`src/tsp_pkg.sv`:
```
package tsp_pkg;

    localparam int ADDR_W          = 24;
    localparam int ADDR_DIGITS_MIN = 4;
    localparam int ADDR_DIGITS_MAX = 6;
    localparam int DCNT_W          = $clog2(ADDR_DIGITS_MAX + 1);
    localparam int SEGMENT_BYTES   = 512;
    localparam int SEG_W           = $clog2(SEGMENT_BYTES);
    localparam int QUEUE_DEPTH     = 4;

    localparam logic [ADDR_W-1:0] RAM_LOW_RST    = 24'h001C00;
    localparam logic [ADDR_W-1:0] RAM_HIGH_RST   = 24'h005BFF;
    localparam logic [ADDR_W-1:0] FLASH_LOW_RST  = 24'h005C00;
    localparam logic [ADDR_W-1:0] FLASH_HIGH_RST = 24'h03FFFF;

    localparam logic [1:0] CFG_RAM_LOW    = 2'd0;
    localparam logic [1:0] CFG_RAM_HIGH   = 2'd1;
    localparam logic [1:0] CFG_FLASH_LOW  = 2'd2;
    localparam logic [1:0] CFG_FLASH_HIGH = 2'd3;

    localparam logic [1:0] KIND_WRITE = 2'd0;
    localparam logic [1:0] KIND_END   = 2'd1;
    localparam logic [1:0] KIND_ERR   = 2'd2;

    localparam logic [7:0] CH_AT    = 8'h40;
    localparam logic [7:0] CH_LQ    = 8'h71;
    localparam logic [7:0] CH_UQ    = 8'h51;
    localparam logic [7:0] CH_CR    = 8'h0D;
    localparam logic [7:0] CH_LF    = 8'h0A;
    localparam logic [7:0] CH_SPACE = 8'h20;

    typedef enum logic [2:0] {
        CLS_HEX,
        CLS_AT,
        CLS_QUIT,
        CLS_CR,
        CLS_LF,
        CLS_SPACE,
        CLS_OTHER
    } t_cls;

    typedef struct packed {
        t_cls       cls;
        logic [3:0] nib;
    } t_cls_word;

    typedef enum logic [2:0] {
        ST_START,
        ST_ADDR,
        ST_NEWLINE,
        ST_BYTE,
        ST_SPACE,
        ST_AFTER_SPACE,
        ST_END,
        ST_ERROR
    } t_state;

endpackage

```
`src/tsp_front.sv`:
```
module tsp_front (
    input  logic [7:0]         i_char,
    output tsp_pkg::t_cls_word o_word
);

    logic [7:0] lo_sub;
    logic [7:0] up_sub;
    logic [7:0] dg_sub;

    assign dg_sub = i_char - 8'h30;
    assign up_sub = i_char - 8'h37;
    assign lo_sub = i_char - 8'h57;

    always_comb begin
        o_word.cls = tsp_pkg::CLS_OTHER;
        o_word.nib = 4'd0;
        if (i_char >= 8'h30 && i_char <= 8'h39) begin
            o_word.cls = tsp_pkg::CLS_HEX;
            o_word.nib = dg_sub[3:0];
        end else if (i_char >= 8'h41 && i_char <= 8'h46) begin
            o_word.cls = tsp_pkg::CLS_HEX;
            o_word.nib = up_sub[3:0];
        end else if (i_char >= 8'h61 && i_char <= 8'h66) begin
            o_word.cls = tsp_pkg::CLS_HEX;
            o_word.nib = lo_sub[3:0];
        end else if (i_char == tsp_pkg::CH_AT) begin
            o_word.cls = tsp_pkg::CLS_AT;
        end else if (i_char == tsp_pkg::CH_LQ || i_char == tsp_pkg::CH_UQ) begin
            o_word.cls = tsp_pkg::CLS_QUIT;
        end else if (i_char == tsp_pkg::CH_CR) begin
            o_word.cls = tsp_pkg::CLS_CR;
        end else if (i_char == tsp_pkg::CH_LF) begin
            o_word.cls = tsp_pkg::CLS_LF;
        end else if (i_char == tsp_pkg::CH_SPACE) begin
            o_word.cls = tsp_pkg::CLS_SPACE;
        end
    end

endmodule

```
`src/tsp_fifo.sv`:
```
module tsp_fifo #(
    parameter int DEPTH = tsp_pkg::QUEUE_DEPTH
) (
    input  logic               i_clk,
    input  logic               i_rst_n,
    input  logic               i_push,
    input  tsp_pkg::t_cls_word i_word,
    output logic               o_full,
    input  logic               i_pop,
    output logic               o_empty,
    output tsp_pkg::t_cls_word o_word
);

    localparam int PW = (DEPTH > 1) ? $clog2(DEPTH) : 1;
    localparam int CW = $clog2(DEPTH + 1);
    localparam logic [PW-1:0] LAST = PW'(DEPTH - 1);
    localparam logic [CW-1:0] FULL = CW'(DEPTH);

    tsp_pkg::t_cls_word r_mem [DEPTH];
    logic [PW-1:0] r_wptr, n_wptr;
    logic [PW-1:0] r_rptr, n_rptr;
    logic [CW-1:0] r_cnt,  n_cnt;

    assign o_full  = (r_cnt == FULL);
    assign o_empty = (r_cnt == '0);
    assign o_word  = r_mem[r_rptr];

    always_comb begin
        n_wptr = r_wptr;
        n_rptr = r_rptr;
        n_cnt  = r_cnt;
        if (i_push) begin
            n_wptr = (r_wptr == LAST) ? '0 : r_wptr + 1'b1;
        end
        if (i_pop) begin
            n_rptr = (r_rptr == LAST) ? '0 : r_rptr + 1'b1;
        end
        if (i_push && !i_pop) begin
            n_cnt = r_cnt + 1'b1;
        end else if (!i_push && i_pop) begin
            n_cnt = r_cnt - 1'b1;
        end
    end

    always_ff @(posedge i_clk) begin
        if (!i_rst_n) begin
            r_wptr <= '0;
            r_rptr <= '0;
            r_cnt  <= '0;
        end else begin
            r_wptr <= n_wptr;
            r_rptr <= n_rptr;
            r_cnt  <= n_cnt;
        end
    end

    always_ff @(posedge i_clk) begin
        if (i_push) begin
            r_mem[r_wptr] <= i_word;
        end
    end

endmodule

```
`src/tsp_back.sv`:
```
module tsp_back (
    input  logic                        i_clk,
    input  logic                        i_rst_n,
    input  logic                        i_cfg_we,
    input  logic [1:0]                  i_cfg_idx,
    input  logic [tsp_pkg::ADDR_W-1:0]  i_cfg_data,
    input  logic                        i_empty,
    input  tsp_pkg::t_cls_word          i_word,
    output logic                        o_pop,
    output logic                        o_out_valid,
    input  logic                        i_out_ready,
    output logic [1:0]                  o_kind,
    output logic [tsp_pkg::ADDR_W-1:0]  o_address,
    output logic [7:0]                  o_data,
    output logic                        o_to_flash,
    output logic                        o_erase_first
);

    localparam int AW = tsp_pkg::ADDR_W;
    localparam int DW = tsp_pkg::DCNT_W;
    localparam int SW = tsp_pkg::SEG_W;
    localparam logic [DW-1:0] DMAX = DW'(tsp_pkg::ADDR_DIGITS_MAX);
    localparam logic [DW-1:0] DMIN = DW'(tsp_pkg::ADDR_DIGITS_MIN);

    logic [AW-1:0] r_ram_low, r_ram_high, r_flash_low, r_flash_high;

    tsp_pkg::t_state r_state, n_state;
    logic [AW-1:0]   r_wa, n_wa;
    logic [DW-1:0]   r_dcnt, n_dcnt;
    logic [3:0]      r_hnib, n_hnib;
    logic            r_crlf, n_crlf;
    logic            r_style_known, n_style_known;
    logic [1:0]      r_nl_cnt, n_nl_cnt;
    logic            r_tflash, n_tflash;
    logic            r_seg_erased, n_seg_erased;
    logic            r_wide, n_wide;

    logic            r_out_valid;
    logic [1:0]      r_kind, n_kind;
    logic [AW-1:0]   r_addr, n_addr;
    logic [7:0]      r_data, n_data;
    logic            r_flash_o, n_flash_o;
    logic            r_erase_o, n_erase_o;
    logic            emit;

    logic            is_hex, is_at, is_quit, is_cr, is_lf, is_space;
    logic            nl_crlf, nl_need_met, nl_expect_ok, nl_call;
    logic [1:0]      nl_in_cnt;
    logic            in_ram, in_flash, addr_ok;
    logic [AW-1:0]   wa_inc;

    assign is_hex   = (i_word.cls == tsp_pkg::CLS_HEX);
    assign is_at    = (i_word.cls == tsp_pkg::CLS_AT);
    assign is_quit  = (i_word.cls == tsp_pkg::CLS_QUIT);
    assign is_cr    = (i_word.cls == tsp_pkg::CLS_CR);
    assign is_lf    = (i_word.cls == tsp_pkg::CLS_LF);
    assign is_space = (i_word.cls == tsp_pkg::CLS_SPACE);

    assign o_pop = !i_empty && (!r_out_valid || i_out_ready);

    // the first line end fixes the style
    assign nl_crlf      = r_style_known ? r_crlf : !is_lf;
    assign nl_in_cnt    = (r_state == tsp_pkg::ST_NEWLINE) ? r_nl_cnt : 2'd0;
    assign nl_need_met  = (r_state == tsp_pkg::ST_NEWLINE) &&
                          (r_nl_cnt >= (nl_crlf ? 2'd2 : 2'd1));
    assign nl_expect_ok = (nl_crlf && nl_in_cnt == 2'd0) ? is_cr : is_lf;

    assign in_ram   = (r_wa >= r_ram_low) && (r_wa <= r_ram_high);
    assign in_flash = (r_wa >= r_flash_low) && (r_wa <= r_flash_high);
    assign addr_ok  = (r_dcnt >= DMIN) && !r_wide && (r_wa != '0) && (in_ram || in_flash);
    assign wa_inc   = r_wa + 1'b1;

    assign nl_call = (r_state == tsp_pkg::ST_NEWLINE) ||
                     (r_state == tsp_pkg::ST_ADDR && !is_hex && addr_ok) ||
                     (r_state == tsp_pkg::ST_AFTER_SPACE && (is_cr || is_lf));

    // next state
    always_comb begin
        n_state = r_state;
        if (o_pop) begin
            unique case (r_state)
                tsp_pkg::ST_START: begin
                    n_state = is_at ? tsp_pkg::ST_ADDR : tsp_pkg::ST_ERROR;
                end
                tsp_pkg::ST_ADDR: begin
                    if (is_hex) begin
                        n_state = (r_dcnt >= DMAX) ? tsp_pkg::ST_ERROR : tsp_pkg::ST_ADDR;
                    end else if (addr_ok && nl_expect_ok) begin
                        n_state = tsp_pkg::ST_NEWLINE;
                    end else begin
                        n_state = tsp_pkg::ST_ERROR;
                    end
                end
                tsp_pkg::ST_NEWLINE: begin
                    if (nl_need_met) begin
                        if (is_at) begin
                            n_state = tsp_pkg::ST_ADDR;
                        end else if (is_quit) begin
                            n_state = tsp_pkg::ST_END;
                        end else if (is_hex) begin
                            n_state = tsp_pkg::ST_BYTE;
                        end else begin
                            n_state = tsp_pkg::ST_ERROR;
                        end
                    end else begin
                        n_state = nl_expect_ok ? tsp_pkg::ST_NEWLINE : tsp_pkg::ST_ERROR;
                    end
                end
                tsp_pkg::ST_BYTE: begin
                    n_state = is_hex ? tsp_pkg::ST_SPACE : tsp_pkg::ST_ERROR;
                end
                tsp_pkg::ST_SPACE: begin
                    n_state = is_space ? tsp_pkg::ST_AFTER_SPACE : tsp_pkg::ST_ERROR;
                end
                tsp_pkg::ST_AFTER_SPACE: begin
                    if (is_cr || is_lf) begin
                        n_state = nl_expect_ok ? tsp_pkg::ST_NEWLINE : tsp_pkg::ST_ERROR;
                    end else if (is_hex) begin
                        n_state = tsp_pkg::ST_BYTE;
                    end else begin
                        n_state = tsp_pkg::ST_ERROR;
                    end
                end
                tsp_pkg::ST_END: begin
                    n_state = tsp_pkg::ST_END;
                end
                tsp_pkg::ST_ERROR: begin
                    n_state = tsp_pkg::ST_ERROR;
                end
                default: begin
                    n_state = tsp_pkg::ST_ERROR;
                end
            endcase
        end
    end

    // outputs and working registers
    always_comb begin
        n_wa          = r_wa;
        n_dcnt        = r_dcnt;
        n_hnib        = r_hnib;
        n_crlf        = r_crlf;
        n_style_known = r_style_known;
        n_nl_cnt      = r_nl_cnt;
        n_tflash      = r_tflash;
        n_seg_erased  = r_seg_erased;
        n_wide        = r_wide;
        emit          = 1'b0;
        n_kind        = tsp_pkg::KIND_WRITE;
        n_addr        = '0;
        n_data        = 8'd0;
        n_flash_o     = 1'b0;
        n_erase_o     = 1'b0;
        if (o_pop) begin
            if (nl_call && !r_style_known) begin
                n_crlf        = !is_lf;
                n_style_known = 1'b1;
            end
            n_nl_cnt = (n_state == tsp_pkg::ST_NEWLINE) ? nl_in_cnt + 2'd1 : 2'd0;

            // a new address line clears the address accumulator
            if ((r_state == tsp_pkg::ST_START || nl_need_met) &&
                n_state == tsp_pkg::ST_ADDR) begin
                n_wa   = '0;
                n_dcnt = '0;
                n_wide = 1'b0;
            end

            if (r_state == tsp_pkg::ST_ADDR && n_state == tsp_pkg::ST_ADDR) begin
                n_wide = r_wide || (r_wa[AW-1:AW-4] != 4'd0);
                n_wa   = {r_wa[AW-5:0], i_word.nib};
                n_dcnt = r_dcnt + 1'b1;
            end

            if (r_state == tsp_pkg::ST_ADDR && !is_hex && addr_ok) begin
                n_tflash     = !in_ram;
                n_seg_erased = 1'b0;
                n_dcnt       = '0;
            end

            if (r_state != tsp_pkg::ST_BYTE && n_state == tsp_pkg::ST_BYTE) begin
                n_hnib = i_word.nib;
            end

            if (n_state == tsp_pkg::ST_ERROR) begin
                emit   = 1'b1;
                n_kind = tsp_pkg::KIND_ERR;
            end else if (n_state == tsp_pkg::ST_END) begin
                emit   = 1'b1;
                n_kind = tsp_pkg::KIND_END;
            end else if (r_state == tsp_pkg::ST_BYTE) begin
                emit      = 1'b1;
                n_kind    = tsp_pkg::KIND_WRITE;
                n_addr    = r_wa;
                n_data    = {r_hnib, i_word.nib};
                n_flash_o = r_tflash;
                n_erase_o = r_tflash && !r_seg_erased;
                n_wa      = wa_inc;
                if (r_tflash) begin
                    // drop the erased mark on a segment boundary
                    n_seg_erased = (wa_inc[SW-1:0] != '0);
                end
            end
        end
    end

    always_ff @(posedge i_clk) begin
        if (!i_rst_n) begin
            r_ram_low    <= tsp_pkg::RAM_LOW_RST;
            r_ram_high   <= tsp_pkg::RAM_HIGH_RST;
            r_flash_low  <= tsp_pkg::FLASH_LOW_RST;
            r_flash_high <= tsp_pkg::FLASH_HIGH_RST;
        end else if (i_cfg_we) begin
            case (i_cfg_idx)
                tsp_pkg::CFG_RAM_LOW:    r_ram_low    <= i_cfg_data;
                tsp_pkg::CFG_RAM_HIGH:   r_ram_high   <= i_cfg_data;
                tsp_pkg::CFG_FLASH_LOW:  r_flash_low  <= i_cfg_data;
                tsp_pkg::CFG_FLASH_HIGH: r_flash_high <= i_cfg_data;
                default: begin
                end
            endcase
        end
    end

    always_ff @(posedge i_clk) begin
        if (!i_rst_n) begin
            r_state       <= tsp_pkg::ST_START;
            r_wa          <= '0;
            r_dcnt        <= '0;
            r_hnib        <= 4'd0;
            r_crlf        <= 1'b0;
            r_style_known <= 1'b0;
            r_nl_cnt      <= 2'd0;
            r_tflash      <= 1'b1;
            r_seg_erased  <= 1'b0;
            r_wide        <= 1'b0;
            r_out_valid   <= 1'b0;
        end else begin
            r_state       <= n_state;
            r_wa          <= n_wa;
            r_dcnt        <= n_dcnt;
            r_hnib        <= n_hnib;
            r_crlf        <= n_crlf;
            r_style_known <= n_style_known;
            r_nl_cnt      <= n_nl_cnt;
            r_tflash      <= n_tflash;
            r_seg_erased  <= n_seg_erased;
            r_wide        <= n_wide;
            if (emit) begin
                r_out_valid <= 1'b1;
            end else if (i_out_ready) begin
                r_out_valid <= 1'b0;
            end
        end
    end

    always_ff @(posedge i_clk) begin
        if (emit) begin
            r_kind    <= n_kind;
            r_addr    <= n_addr;
            r_data    <= n_data;
            r_flash_o <= n_flash_o;
            r_erase_o <= n_erase_o;
        end
    end

    assign o_out_valid   = r_out_valid;
    assign o_kind        = r_kind;
    assign o_address     = r_addr;
    assign o_data        = r_data;
    assign o_to_flash    = r_flash_o;
    assign o_erase_first = r_erase_o;

    a_err_sticky: assert property (@(posedge i_clk) disable iff (!i_rst_n)
        (r_out_valid && r_kind == tsp_pkg::KIND_ERR) |-> r_state == tsp_pkg::ST_ERROR)
        else $error("error word shown while parser left the error state");

    a_end_sticky: assert property (@(posedge i_clk) disable iff (!i_rst_n)
        (r_out_valid && r_kind == tsp_pkg::KIND_END) |-> r_state == tsp_pkg::ST_END)
        else $error("end word shown while parser left the end state");

    a_dcnt_range: assert property (@(posedge i_clk) disable iff (!i_rst_n)
        r_dcnt <= DMAX)
        else $error("address digit count beyond limit");

    a_write_erase: assert property (@(posedge i_clk) disable iff (!i_rst_n)
        (r_out_valid && r_erase_o) |-> (r_flash_o && r_kind == tsp_pkg::KIND_WRITE))
        else $error("erase flag on a word that is not a flash write");

endmodule

```
`src/ti_txt_stream_parser.sv`:
```
// An accepted character is written into the queue; the back end pops it from there, and
// any result word that it yields is registered and held on the outputs until taken.
// Throughput: one character per cycle while the queue is not full; the back end retires one queued character
// per cycle whenever the output register is empty or being taken.
// Reset: i_rst_n is synchronous, active low; it empties the queue, returns the
// parser to waiting for the start marker and reloads the window registers.
module ti_txt_stream_parser #(
    parameter int QUEUE_DEPTH = tsp_pkg::QUEUE_DEPTH
) (
    input  logic                        i_clk,
    input  logic                        i_rst_n,
    input  logic                        i_cfg_we,
    input  logic [1:0]                  i_cfg_idx,
    input  logic [tsp_pkg::ADDR_W-1:0]  i_cfg_data,
    input  logic                        i_in_valid,
    output logic                        o_in_ready,
    input  logic [7:0]                  i_char_in,
    output logic                        o_out_valid,
    input  logic                        i_out_ready,
    output logic [1:0]                  o_kind,
    output logic [tsp_pkg::ADDR_W-1:0]  o_address,
    output logic [7:0]                  o_data,
    output logic                        o_to_flash,
    output logic                        o_erase_first
);

    tsp_pkg::t_cls_word front_word;
    tsp_pkg::t_cls_word queue_word;
    logic               q_full;
    logic               q_empty;
    logic               q_pop;
    logic               q_push;

    assign o_in_ready = !q_full;
    assign q_push     = i_in_valid && !q_full;

    tsp_front u_front (
        .i_char (i_char_in),
        .o_word (front_word)
    );

    tsp_fifo #(
        .DEPTH (QUEUE_DEPTH)
    ) u_fifo (
        .i_clk   (i_clk),
        .i_rst_n (i_rst_n),
        .i_push  (q_push),
        .i_word  (front_word),
        .o_full  (q_full),
        .i_pop   (q_pop),
        .o_empty (q_empty),
        .o_word  (queue_word)
    );

    tsp_back u_back (
        .i_clk         (i_clk),
        .i_rst_n       (i_rst_n),
        .i_cfg_we      (i_cfg_we),
        .i_cfg_idx     (i_cfg_idx),
        .i_cfg_data    (i_cfg_data),
        .i_empty       (q_empty),
        .i_word        (queue_word),
        .o_pop         (q_pop),
        .o_out_valid   (o_out_valid),
        .i_out_ready   (i_out_ready),
        .o_kind        (o_kind),
        .o_address     (o_address),
        .o_data        (o_data),
        .o_to_flash    (o_to_flash),
        .o_erase_first (o_erase_first)
    );

endmodule
```
`config.mk`:
```
export PLATFORM = sky130hd
export DESIGN_NAME = ti_txt_stream_parser
export DESIGN_NICKNAME = d
export VERILOG_FILES = /design/src/tsp_pkg.sv /design/src/tsp_front.sv /design/src/tsp_fifo.sv /design/src/tsp_back.sv /design/src/ti_txt_stream_parser.sv
export SDC_FILE = /design/constraint.sdc
export NUM_CORES = 1
export LEC_CHECK = 0
export CAP_MARGIN = 10
export CORE_UTILIZATION = 55
export DETAILED_ROUTE_END_ITERATION = 10
export DONT_BUFFER_PORTS = 1
export GPL_TIMING_DRIVEN = 1
export PLACE_DENSITY = 0.66
export SLEW_MARGIN = 20
export SYNTH_ARGS = -nofsm -noshare
export SYNTH_HDL_FRONTEND = slang
export SYNTH_HIERARCHICAL = 1
export SYNTH_SLANG_ARGS = --single-unit
```
`constraint.sdc`:
```
create_clock -name i_clk -period 6.15 [get_ports i_clk]
set_input_delay 0.3075 -clock i_clk [delete_from_list [all_inputs] [get_ports i_clk]]
set_output_delay 0.3075 -clock i_clk [all_outputs]
set_load 0.03 [all_outputs]
```
==> reports/metrics.cfg <==
[synth]
synth_mux_area_frac=0.0223
synthAdderAreaFrac=0.122
syn_area_um2=11700
synth_top_area_frac=0.251
synth-simple-area-share=0.202
synth_top_family_by_area=simple AND/OR/NAND/NOR gates
async_reset_ff_frac=0
yosysSeqAreaShare=0.414
synth_nets=1496
synth_xor_area_frac=0.00298
netlist_instances=1343
synth_edf_count=64
synth_compound_area_frac=0.175
yosysWarnings=6
synth_cell_type_count=84
avgSynthCellArea_um2=8.74
synth.largest_area_cell=dfxtp_1
synth.area.top_cells=dfxtp_1 25%, edfxtp_1 16%, ha_1 12%, nand2_1 7.3%, a21oi_1 5.5%
ys_seq_elements=211
synthFlopType=dfxtp_1

[worst_setup_path]
start_kind=flop
end_kind=flop
critPathKind=reg -> reg
crit_chain=mux4_2, or3b_4, mux2i_1, ha_1, nand2b_1, a21o_1, a31oi_1, o22ai_1, inv_1, a211oi_4, buf_4, nor2b_1, a31oi_1, o21ai_0
reg2reg_to=u_back/r_wa[9]
cp_slowest_cell=a211oi_4
r2r_cells=14
crit_family=compound AO/OA/AOI/OAI gates
required_ps=6530
path_buf_inv=2
r2r_slack_ps=1110
slowest_delay_ps=790
cp_data_arrival_time_ps=5420
cpMostUsedCell=a31oi_1
cp_max_fo=21

[cells_and_area]
final_cell_area_um2=12900
ff_latch_area_um2=4860
utilization=0.618
drive_gt1_frac=0.0659
nFillCells=1839
insertedDiodeCount=0
final_nets=1486
multiInputGateArea_um2=6180
area_growth_pct=10.2

[clock_network]
cts_root_buf=clkbuf_16
cts_htree_levels=1
cts.clk_slew.worst_paths_ps=60
worstSkewPairLatency_ps=520
clk_path_buf_depth=3
cts_tree=yes
cts_buffers=24
ctsResizeCount=0
clkSinkCount=211

[die]
core_um2=21000
die_x_um=148
die_area_um2=21900
fp.dieH_um=148
std_cell_rows=53
start_util=0.560
io_pins=77

[timing]
fin_crit_sh=0.819
totalNegativeSetupSlack_ps=0
rsz0062_at_grt=false
fin_crit_ps=5040
fmax_ghz=0.199
whs_ps=68.8
setup_viol_count_final=0
finClkSkew_ps=13.6
tightestPinTransition_ps=947
finalMaxSlewViolations=0
max_slew_margin=0.369
hold_viol=0

[power_and_ir_drop]
vdd_drop_max_mv=0.237
power.leakage_nw=5.16
power.density_nw_per_um2=402

[worst_hold_path]
min_to=u_back/r_flash_low[3]
hold_start=i_rst_n
hp-class=in -> reg
min_path_cells=2

[placement]
port_buffers=0
dpl-instance-area_um2=11900
dpl.hpwl_um=20100
gp_congestion=0.896

[global_route]
track_usage=0.274
grt_overflow_total=0
grt_pass1_vias=9037
grt_max_degree=70
grt_pass1_wl_um=47500
antenna_found_initial=0

[drt]
first_pass_iters=5
wl_per_cell_um=18.4
ant_nets=0
routed_via_density=5.96
totalWireLength_um=29900
vias=9683
drt_iter0_markers=627
drc=0

[job]
drv_cap=0

[run_status]
status=completed

==> where the power goes <==
group          internal, mW  total [mW]  switching [mW]
sequential             1.72        2.17           0.452
combinational         0.584        1.62            1.04
clock                 0.848        1.41           0.563
==> flip-flops by register name, indices dropped and copies added, names as in the netlist, 2 cells and up, named ones only <==
signal               count
u_back/r_ram_high       24
u_fifo/r_wptr            2
u_back/o_data            8
u_fifo/r_rptr            2
u_fifo/r_cnt             3
u_fifo/r_mem            28
u_back/r_flash_high     24
u_back/r_hnib            4
u_back/r_state           3
u_back/o_kind            2
u_back/r_ram_low        24
u_back/r_flash_low      24
u_back/r_nl_cnt          2
u_back/r_dcnt            3
u_back/r_wa             24
u_back/o_address        24
==> metrics by stage <==
| step | setup WS, ps | power (mW) | std cells |
|---|---|---|---|
| 6_report | 1110 | 5.21 | 1626 |
| 3_3_place_gp | 1380 | 3.73 | 1557 |
| 2_1_floorplan | 1800 | 3.33 | 1343 |
| 4_1_cts | 1150 | 5.20 | 1626 |
| 5_1_grt | 740 | 5.48 | 1626 |
| 3_5_place_dp | 1190 | 3.76 | 1557 |
==> how the worst max path moves through the flow <==
stage,slack (ps),start,to,depth (start not counted)
3_3_place_gp,1380,flop,u_back/o_address[10],12
2_1_floorplan,1800,flop,u_back/o_address[0],13
3_5_place_dp,1190,flop,u_back/r_wa[20],14
5_1_grt,740,flop,u_back/r_wa[9],14
6_report,1110,flop,u_back/r_wa[9],14
4_1_cts,1150,flop,u_back/r_wa[9],14
==> cell usage in the layout, fill, tap and decap left out, types with 7 or more instances in the layout <==
cell type,Yosys,layout
o211ai_1,45,45
nand3_1,36,36
a31oi_1,24,24
nor2b_1,31,30
a21oi_1,130,130
mux4_2,7,7
edfxtp_1,64,64
o22ai_1,9,9
nor2_1,57,55
nand2_1,227,227
nor3_1,15,15
and2_1,38,38
mux2i_1,7,7
o21ai_0,45,45
dlygate4sd3_1,0,24
clkbuf_16,0,25
dfxtp_1,147,147
inv_1,108,107
nor4_1,11,11
and3_1,10,10
a211oi_1,8,8
ha_1,113,113
buf_4,2,13
nand4_1,22,22
nand2b_1,10,10
==> synthesized netlist by cell type (4+ instances only) <==
cell / n
nor2_1: 57
buf_2: 12
o21ai_0: 45
mux4_2: 7
a22oi_1: 4
a21oi_1: 130
clkbuf_1: 55
a21o_1: 6
mux2i_1: 7
a211oi_1: 8
and2_1: 38
inv_1: 108
nor4_1: 11
o21a_1: 6
nand2b_1: 10
nand4_1: 22
or2_2: 5
edfxtp_1: 64
nor2b_1: 31
and3_1: 10
dfxtp_1: 147
o32ai_1: 4
a31oi_1: 24
nor3_1: 15
nor3b_1: 6
ha_1: 113
o211ai_1: 45
nand3_1: 36
nand2_1: 227
o22ai_1: 9
==> cell families after synthesis <==
logic type / after synthesis
XOR/XNOR: 4
flip-flops: 211
AND/OR/NAND/NOR: 493
buffers and inverters: 182
AO/OA/AOI/OAI: 323
adder cells (fa/ha/maj): 114
multiplexers: 16
==> per-layer routing <==
layer  share of wire  routed length (um)  vias to the layer above  track usage
li1                -                   -                     4721            -
met1            0.45               13400                     4594        0.367
met2            0.46               13800                      314        0.457
met3           0.064                1910                       54       0.0402
met4           0.028                 825                        0       0.0871
met5               0                   0                        -            0
==> what timing repair did <==
action,CTS,global route
endpoints found under the hold margin,118,0
setup buffers,0,0
hold buffers,25,0
==> cell type report <==
| cell class | count | area share |
|---|---|---|
| multi-input cells | 950 | 0.477 |
| well taps | 275 | 0.0266 |
| flip-flops and latches | 211 | 0.376 |
| repair buffers | 38 | 0.0282 |
| clock inverters | 7 | 0.00493 |
| inverters | 108 | 0.0313 |
| clock buffers | 37 | 0.0558 |
No activity file was read; power rests on OpenSTA's default activity.
